<file path="src/rtl/uft_pkg.sv">
// Shared types and constants for the UTF-8 accent-folding tokenizer.
// Used by uft_decode and utf8_fold_tokenizer; depends on nothing.
`timescale 1ns / 1ps
`default_nettype none

package uft_pkg;

  localparam int ACCUM_W = 21;
  localparam int RES_MAX = 6;
  localparam int RES_CNT_W = 3;

  localparam logic [1:0] KIND_BYTE       = 2'd0;
  localparam logic [1:0] KIND_TOKEN_END  = 2'd1;
  localparam logic [1:0] KIND_STRING_END = 2'd2;

  // decoder state carried between words
  typedef struct packed {
    logic [ACCUM_W-1:0] accum;
    logic [1:0]         pend;
    logic [1:0]         seq;
    logic               tok;
    logic               err;
  } dec_state_t;

  // one result word
  typedef struct packed {
    logic       bad;
    logic [1:0] kind;
    logic [7:0] data;
  } res_t;

  typedef res_t [RES_MAX-1:0] res_run_t;

endpackage

`default_nettype wire

</file>
<file path="src/rtl/uft_decode.sv">
// UTF-8 decode, accent fold, re-encode and token split for one input byte.
// Purely combinational; uses uft_pkg types and constants.
`timescale 1ns / 1ps
`default_nettype none

module uft_decode (
  input  wire uft_pkg::dec_state_t st,
  input  wire logic [7:0]          in_byte,
  input  wire logic                in_last,
  output uft_pkg::dec_state_t      st_next,
  output uft_pkg::res_run_t        res,
  output logic [uft_pkg::RES_CNT_W-1:0] res_cnt
);

  localparam logic [7:0] CHR_A = 8'h61;
  localparam logic [7:0] CHR_E = 8'h65;
  localparam logic [7:0] CHR_O = 8'h6F;

  function automatic logic is_sep(input logic [7:0] b);
    is_sep = (b <= 8'h20) || (b == 8'h2C) || (b == 8'h3B) || (b == 8'h2F) ||
             (b == 8'h7C) || (b == 8'h28) || (b == 8'h29) || (b == 8'h2E) ||
             (b == 8'h25) || (b == 8'h5F);
  endfunction

  function automatic logic [uft_pkg::ACCUM_W-1:0] fold(
    input logic [uft_pkg::ACCUM_W-1:0] cp
  );
    localparam int W = uft_pkg::ACCUM_W;
    if ((cp >= W'('hC0) && cp <= W'('hC5)) || (cp >= W'('hE0) && cp <= W'('hE5)) ||
        (cp >= W'('h100) && cp <= W'('h105)))
      fold = W'('h61);
    else if (cp == W'('hC7) || cp == W'('hE7) || (cp >= W'('h106) && cp <= W'('h109)) ||
             cp == W'('h10C) || cp == W'('h10D))
      fold = W'('h63);
    else if ((cp >= W'('hC8) && cp <= W'('hCB)) || (cp >= W'('hE8) && cp <= W'('hEB)) ||
             (cp >= W'('h112) && cp <= W'('h11B)))
      fold = W'('h65);
    else if ((cp >= W'('hCC) && cp <= W'('hCF)) || (cp >= W'('hEC) && cp <= W'('hEF)) ||
             cp == W'('h12A) || cp == W'('h12B) || cp == W'('h12E) || cp == W'('h12F))
      fold = W'('h69);
    else if (cp == W'('hD1) || cp == W'('hF1) || cp == W'('h143) || cp == W'('h144) ||
             cp == W'('h147) || cp == W'('h148))
      fold = W'('h6E);
    else if ((cp >= W'('hD2) && cp <= W'('hD6)) || (cp >= W'('hF2) && cp <= W'('hF6)) ||
             (cp >= W'('h14C) && cp <= W'('h151)))
      fold = W'('h6F);
    else if ((cp >= W'('hD9) && cp <= W'('hDC)) || (cp >= W'('hF9) && cp <= W'('hFC)) ||
             (cp >= W'('h16A) && cp <= W'('h171)))
      fold = W'('h75);
    else if (cp == W'('hDD) || cp == W'('hFD) || cp == W'('hFF) || cp == W'('h178))
      fold = W'('h79);
    else if (cp >= W'('h41) && cp <= W'('h5A))
      fold = cp + W'('h20);
    else
      fold = cp;
  endfunction

  logic                        cont;
  logic                        cp_valid;
  logic                        cp_bad;
  logic [uft_pkg::ACCUM_W-1:0] cp;
  logic [uft_pkg::ACCUM_W-1:0] acc_sh;
  logic [uft_pkg::ACCUM_W-1:0] f;
  logic [7:0]                  bytes [4];
  logic [2:0]                  nb;
  logic                        te;
  logic                        se;
  uft_pkg::dec_state_t         s;

  assign cont   = (in_byte[7:6] == 2'b10);
  assign acc_sh = {st.accum[uft_pkg::ACCUM_W-7:0], in_byte[5:0]};
  assign f      = fold(cp);

  always_comb begin
    s        = st;
    cp_valid = 1'b0;
    cp_bad   = 1'b0;
    cp       = '0;
    if (st.pend == 2'd0 || !cont) begin
      if (st.pend != 2'd0) begin
        // sequence cut short: drop it and restart on this byte
        s.err   = 1'b1;
        s.accum = '0;
        s.seq   = 2'd0;
        s.pend  = 2'd0;
      end
      if (in_byte < 8'h80) begin
        cp_valid = 1'b1;
        cp       = {13'd0, in_byte};
      end else if (in_byte >= 8'hC2 && in_byte <= 8'hDF) begin
        s.accum = {16'd0, in_byte[4:0]};
        s.pend  = 2'd1;
        s.seq   = 2'd1;
      end else if (in_byte >= 8'hE0 && in_byte <= 8'hEF) begin
        s.accum = {17'd0, in_byte[3:0]};
        s.pend  = 2'd2;
        s.seq   = 2'd2;
      end else if (in_byte >= 8'hF0 && in_byte <= 8'hF4) begin
        s.accum = {18'd0, in_byte[2:0]};
        s.pend  = 2'd3;
        s.seq   = 2'd3;
      end else begin
        s.err = 1'b1;
      end
    end else begin
      s.pend = st.pend - 2'd1;
      if (st.pend == 2'd1) begin
        cp_bad = (st.seq == 2'd2 && acc_sh < 21'h800) ||
                 (st.seq == 2'd3 && (acc_sh < 21'h10000 || acc_sh > 21'h10FFFF)) ||
                 (acc_sh >= 21'hD800 && acc_sh <= 21'hDFFF);
        s.seq   = 2'd0;
        s.accum = '0;
        if (cp_bad) begin
          s.err = 1'b1;
        end else begin
          cp_valid = 1'b1;
          cp       = acc_sh;
        end
      end else begin
        s.accum = acc_sh;
      end
    end
  end

  // code point to token bytes
  always_comb begin
    st_next  = s;
    bytes[0] = '0;
    bytes[1] = '0;
    bytes[2] = '0;
    bytes[3] = '0;
    nb       = 3'd0;
    te       = 1'b0;
    se       = 1'b0;
    if (cp_valid) begin
      if (cp == 21'h152 || cp == 21'h153) begin
        bytes[0] = CHR_O;
        bytes[1] = CHR_E;
        nb = 3'd2;
        st_next.tok = 1'b1;
      end else if (cp == 21'hC6 || cp == 21'hE6) begin
        bytes[0] = CHR_A;
        bytes[1] = CHR_E;
        nb = 3'd2;
        st_next.tok = 1'b1;
      end else if (f < 21'h80) begin
        if (is_sep(f[7:0])) begin
          te = s.tok;
          st_next.tok = 1'b0;
        end else begin
          bytes[0] = f[7:0];
          nb = 3'd1;
          st_next.tok = 1'b1;
        end
      end else if (f < 21'h800) begin
        bytes[0] = {3'b110, f[10:6]};
        bytes[1] = {2'b10, f[5:0]};
        nb = 3'd2;
        st_next.tok = 1'b1;
      end else if (f < 21'h10000) begin
        bytes[0] = {4'b1110, f[15:12]};
        bytes[1] = {2'b10, f[11:6]};
        bytes[2] = {2'b10, f[5:0]};
        nb = 3'd3;
        st_next.tok = 1'b1;
      end else begin
        bytes[0] = {5'b11110, f[20:18]};
        bytes[1] = {2'b10, f[17:12]};
        bytes[2] = {2'b10, f[11:6]};
        bytes[3] = {2'b10, f[5:0]};
        nb = 3'd4;
        st_next.tok = 1'b1;
      end
    end
    if (in_last) begin
      se = 1'b1;
      if (st_next.pend != 2'd0) st_next.err = 1'b1;
      if (st_next.tok) te = 1'b1;
    end
    for (int k = 0; k < uft_pkg::RES_MAX; k++) begin
      if (3'(k) < nb) begin
        res[k].data = bytes[2'(k)];
        res[k].kind = uft_pkg::KIND_BYTE;
        res[k].bad  = 1'b0;
      end else if (3'(k) == nb && te) begin
        res[k].data = '0;
        res[k].kind = uft_pkg::KIND_TOKEN_END;
        res[k].bad  = 1'b0;
      end else begin
        res[k].data = '0;
        res[k].kind = uft_pkg::KIND_STRING_END;
        res[k].bad  = st_next.err;
      end
    end
    res_cnt = nb + {2'd0, te} + {2'd0, se};
    if (in_last) st_next = '0;
  end

endmodule

`default_nettype wire

</file>
<file path="src/rtl/utf8_fold_tokenizer.sv">
// Accent-folding UTF-8 tokenizer, top level: input register, decoder, result run buffer.
// Depends on uft_pkg and uft_decode.
// Path: input register, then decoder, then run buffer; a byte's results are driven from the run buffer.
// Throughput: one byte per cycle while the output is ready and each byte gives at most one
// result; a byte giving more results (up to six) stalls further input until the run buffer drains.
// Reset (rst, synchronous): empties input register and run buffer, clears decoder state.
`timescale 1ns / 1ps
`default_nettype none

module utf8_fold_tokenizer (
  input  wire logic       clk,
  input  wire logic       rst,
  input  wire logic       s_axis_tvalid,
  output logic            s_axis_tready,
  input  wire logic [7:0] s_axis_tdata,  // [7:0] in_byte
  input  wire logic       s_axis_tlast,  // string_last
  output logic            m_axis_tvalid,
  input  wire logic       m_axis_tready,
  output logic [7:0]      m_axis_tdata,  // [7:0] out_byte
  output logic [2:0]      m_axis_tuser,  // [1:0] kind, [2] bad_utf8
  output logic            m_axis_tlast   // run_last
);

  logic                           in_valid;
  logic [7:0]                     in_byte;
  logic                           in_last;
  uft_pkg::dec_state_t            st;
  uft_pkg::dec_state_t            st_next;
  uft_pkg::res_run_t              run;
  uft_pkg::res_run_t              run_next;
  logic [uft_pkg::RES_CNT_W-1:0]  run_cnt;
  logic [uft_pkg::RES_CNT_W-1:0]  run_cnt_next;
  logic [uft_pkg::RES_CNT_W-1:0]  run_ptr;
  logic                           run_tail;
  logic                           run_done;
  logic                           in_consume;

  uft_decode u_decode (
    .st      (st),
    .in_byte (in_byte),
    .in_last (in_last),
    .st_next (st_next),
    .res     (run_next),
    .res_cnt (run_cnt_next)
  );

  assign m_axis_tvalid = (run_ptr != run_cnt);
  assign run_tail      = (run_ptr == run_cnt - 3'd1);
  assign run_done      = !m_axis_tvalid || (m_axis_tready && run_tail);
  assign in_consume    = in_valid && run_done;
  assign s_axis_tready = !in_valid || in_consume;

  assign m_axis_tdata  = run[run_ptr].data;
  assign m_axis_tuser  = {run[run_ptr].bad, run[run_ptr].kind};
  assign m_axis_tlast  = run_tail;

  always_ff @(posedge clk) begin
    if (rst) begin
      in_valid <= 1'b0;
    end else if (s_axis_tready) begin
      in_valid <= s_axis_tvalid;
    end
    if (s_axis_tready && s_axis_tvalid) begin
      in_byte <= s_axis_tdata;
      in_last <= s_axis_tlast;
    end
  end

  always_ff @(posedge clk) begin
    if (rst) begin
      st      <= '0;
      run_cnt <= '0;
      run_ptr <= '0;
    end else if (in_consume) begin
      st      <= st_next;
      run_cnt <= run_cnt_next;
      run_ptr <= '0;
    end else if (m_axis_tvalid && m_axis_tready) begin
      run_ptr <= run_ptr + 3'd1;
    end
    if (in_consume) begin
      run <= run_next;
    end
  end

endmodule

`default_nettype wire

</file>
<file path="config.mk">
export PLATFORM = sky130hd
export DESIGN_NAME = utf8_fold_tokenizer
export DESIGN_NICKNAME = d
export VERILOG_FILES = /design/src/rtl/uft_pkg.sv /design/src/rtl/uft_decode.sv /design/src/rtl/utf8_fold_tokenizer.sv
export SDC_FILE = /design/constraint.sdc
export NUM_CORES = 1
export LEC_CHECK = 0
export BUFFER_PORTS_ARGS = -buffer_cell sky130_fd_sc_hd__buf_2
export CAP_MARGIN = 0
export CORE_UTILIZATION = 25
export DETAILED_ROUTE_END_ITERATION = 6
export PLACE_DENSITY_LB_ADDON = 0.2
export SYNTH_ARGS = -nofsm -noshare
export SYNTH_HDL_FRONTEND = slang
export SYNTH_SLANG_ARGS = --single-unit
</file>
<file path="constraint.sdc">
create_clock -name clk -period 16.65 [get_ports clk]
set_input_delay 2.4975 -clock clk [delete_from_list [all_inputs] [get_ports clk]]
set_output_delay 2.4975 -clock clk [all_outputs]
set_load 0.05 [all_outputs]
</file>
==> results.tsv <==
stage	metric	value	unit
run_status	outcome	finished, violations left	
run_status	violated checks	design-rule violations	
floorplan	I/O pin count	27	
synthesis	Yosys reg bits	87	
worst_setup_path	critical path arrival	7310	ps
drt	DRT iter0 DRCs	804	
power	Final Power	0.8216	mW
timing	# setup viols final	0	
layout	commonest non-fill, non-tap cell in the layout	nor2_1	
worst_setup_path	CP top delay family	simple AND/OR/NAND/NOR gates	
synthesis	mapped cell area	6387	um^2
clock_tree	post-CTS setup buffers	0	
timing	Worst Hold Slack	493.7	ps
synthesis	post-synthesis async set-or-reset flop share	0	
clock_tree	post-CTS sizing	0	
power	Leak	2.415	nW
synthesis	Mapped Cells	733	
clock_tree	root buffer cell	clkbuf_16	
synthesis	top-area cell type share of the netlist area	0.2774	
synthesis	sequential fraction of the synthesis area	0.3651	
global_route	first-pass GRT wire length	35.08	mm
timing	relative slew slack	0.2351	
min_path	hold_sp	in_valid	
timing	worst-margin pin slew	1133	ps
floorplan	row count	58	
clock_tree	Clock Path Buffers	2	
worst_setup_path	Setup CP Type	reg -> reg	
global_route	vias in the first global route	5996	
worst_setup_path	Crit Reg-Reg Startpoint	st[4]	
synthesis	Synth area leader	edfxtp_1	
clock_tree	CTS sink count	87	
clock_tree	H-tree depth	3	
synthesis	Post-synth top flop	edfxtp_1	
power	Logic pwr share	0.378	
placed_design	dpl ws	9808	ps
worst_setup_path	cell chain of the critical path	inv_1 -> ha_1 -> nor3b_1 -> nand2_1 -> or3_1 -> nand2_1 -> nand2_1 -> inv_1 -> ha_1 -> inv_1 -> or2_2 -> nand2_1 -> o32ai_1 -> o22ai_1 -> o311ai_0 -> or4_4 -> nor4_1 -> a211o_1 -> a211oi_1 -> fa_1 -> inv_1 -> ha_1 -> xnor2_1 -> a211oi_1	
layout	Core Util, Final	0.2880	
drt	routed vias	6287	
floorplan	core area	25110	um^2
global_route	largest net degree at the start of global routing	67	
worst_setup_path	kind of start point of the critical path	flip-flop	
layout	most frequent cells in the layout	nor2_1 (77), edfxtp_1 (59), nand2_1 (57)	
global_route	GR Overflow Total	0	
layout	area delta synth->final	13.22	%
timing	worst setup margin	9602	ps
drt	Post-Route WL	22.40	mm
worst_setup_path	slowest CP cell	nor4_1	
layout	nets	776	
timing	setup TNS	0	ps
timing	crit path time final	7048	ps
worst_setup_path	R2R setup slack	9600	ps
min_path	min-delay worst type	reg -> reg	
power	Sw Pwr	0.3258	mW
worst_setup_path	R2R Path End	run_cnt[2]	
timing	period utilisation layout	0.4233	
synthesis	Synth area leaders	edfxtp_1 (28%), dfxtp_1 (8.8%), nor2_1 (4.5%), mux4_2 (3.9%), nand2_1 (3.3%)	
global_route	initial antenna violation count	0	
layout	fraction of layout cells with a size suffix above 1	0.1306	
timing	RSZ-0062 raised after global routing	false	
placed_design	IO buf count	26	
clock_tree	TritonCTS clock tree	done	
synthesis	EDFF count, synth	59	
placed_design	GPL Wtd Cong	0.9418	
min_path	Worst Hold Path EP	in_valid	
power	switch share	0.3965	
floorplan	die width	161.8	um
synthesis	Cell variety after synth	81	
worst_setup_path	Critical Path RT	16910	ps
drt	DRC	1	
drt	DR WL/cell	20.58	um
min_path	worst hold path cell count	2	
worst_setup_path	crit-path max cell delay	660	ps
clock_tree	clock slew at reported path FFs	70	ps
drt	Antenna Nets Post-Route	0	
floorplan	die height	161.8	um
timing	Achievable Freq	141.9	MHz
timing	Final Hold Fails	0	
floorplan	initial core utilization	0.2544	
worst_setup_path	Worst R2R Path Depth	24	
worst_setup_path	crit-path max FO	12	
layout	n_diodes	0	
worst_setup_path	worst path bufs/invs	4	
drt	DRT Pass-1 Iters	7	
power	Seq pwr share	0.369	
clock_tree	Hold Buf Count CTS	0	
timing	Slew Limit Fails	0	
clock_tree	later-pin clock latency in the skew report	350	ps
power	Cell Int Power	0.4958	mW
power	Power Density	113.6	nW/um^2
flow_run	maxcap violations	0	
global_route	Tot GR Track Use	0.1736	
power	worst ir drop on vdd	0.07306	mV
synthesis	Yosys Warn Count	0	
timing	clock skew	8.059	ps
worst_setup_path	CP Capture Type	flip-flop	
clock_tree	total CTS buffers	9	
drt	via/cell ratio	5.778	
power	clock share of power	0.253	
synthesis	Post-Syn Area per Cell	8.714	um^2
floorplan	area of the die	26190	um^2
placed_design	DPL Wire Length	15.93	mm
## state kept, by name, summed over array words and instances, names as in the netlist
| name | cells |
|---|---|
| in_valid | 1 |
| run | 50 |
| in_last | 1 |
| run_ptr | 3 |
| run_cnt | 3 |
| st | 21 |
| in_byte | 8 |
## power groups by stage
stage	combinational, mW	sequential, mW	clock [mW]
after global routing	0.337	0.307	0.223
final	0.310	0.303	0.208
after floorplan	0.240	0.296	0
after global placement	0.314	0.308	0
after CTS	0.313	0.304	0.215
after detailed placement	0.312	0.309	0
## how the worst max path moves through the flow
stage / cells past startpoint / end / slack, ps / startpoint
detailed placement: 25 / run_cnt[2] / 9810 / st[4]
floorplan: 25 / run_cnt[2] / 10910 / st[4]
global placement: 25 / run_cnt[2] / 9840 / st[4]
CTS: 25 / run_cnt[2] / 9760 / st[4]
finish: 24 / run_cnt[2] / 9600 / st[4]
global route: 25 / run_cnt[2] / 8980 / st[4]
## area by class of cell
cell class | count | area (um^2)
Fill cell | 2703 | 17880
Multi-Input combinational cell | 583 | 3810
Sequential cell | 87 | 2332
Tap cell | 330 | 412.9
Timing Repair Buffer | 45 | 272.8
Clock buffer | 9 | 225.2
Inverter | 27 | 101.3
Clock inverter | 7 | 77.57
## per-stage QoR
step	instance area (um^2)	instances
2_1_floorplan	6447	749
3_3_place_gp	6929	1072
3_5_place_dp	6929	1072
4_1_cts	7232	1088
5_1_grt	7232	1088
6_report	7232	1088
## synth_stat cells (5+ instances only)
master / instances
a211oi_1: 16
nor4_1: 24
a21oi_1: 34
buf_1: 5
nand3_1: 26
o211ai_1: 6
nand4_1: 16
a22o_1: 10
xnor2_1: 7
clkbuf_1: 40
ha_1: 9
nor2_1: 77
o22ai_1: 8
or2_2: 7
mux4_2: 11
o21ai_0: 33
o21a_1: 12
nand2_1: 57
or3_1: 8
a2bb2oi_1: 5
dfxtp_1: 28
and3_1: 10
o2111ai_1: 9
edfxtp_1: 59
nand2b_1: 11
or4_1: 5
mux2i_1: 8
inv_1: 25
nor2b_1: 10
nor3_1: 42
buf_2: 7
a311o_1: 5
## logic make-up after synthesis
family	share of synthesized area
and+or+nand+nor	0.2719
AOI/OAI and AO/OA	0.2296
DFF	0.3651
buffers and inverters	0.04780
muxes	0.05132
adders and majority gates	0.02076
xor gates and xnor gates	0.01234
other	0.001176
## worst reg2reg max path: cells and delay by family (launching register included)
kind            cells  cell delay, ps
flops               1             420
buf+inv             4             450
fa+ha+maj           4            1140
compound gates      6            1470
simple gates        9            3400
xor+xnor            1              70
## layer usage
metal | track usage | share of wire | vias to the layer above
li1 | - | - | 2882
met1 | 0.2387 | 0.46 | 3027
met2 | 0.2659 | 0.45 | 321
met3 | 0.03550 | 0.070 | 57
met4 | 0.06647 | 0.026 | 0
met5 | 0 | 0 | -
Power figures use the tool's default switching activity.
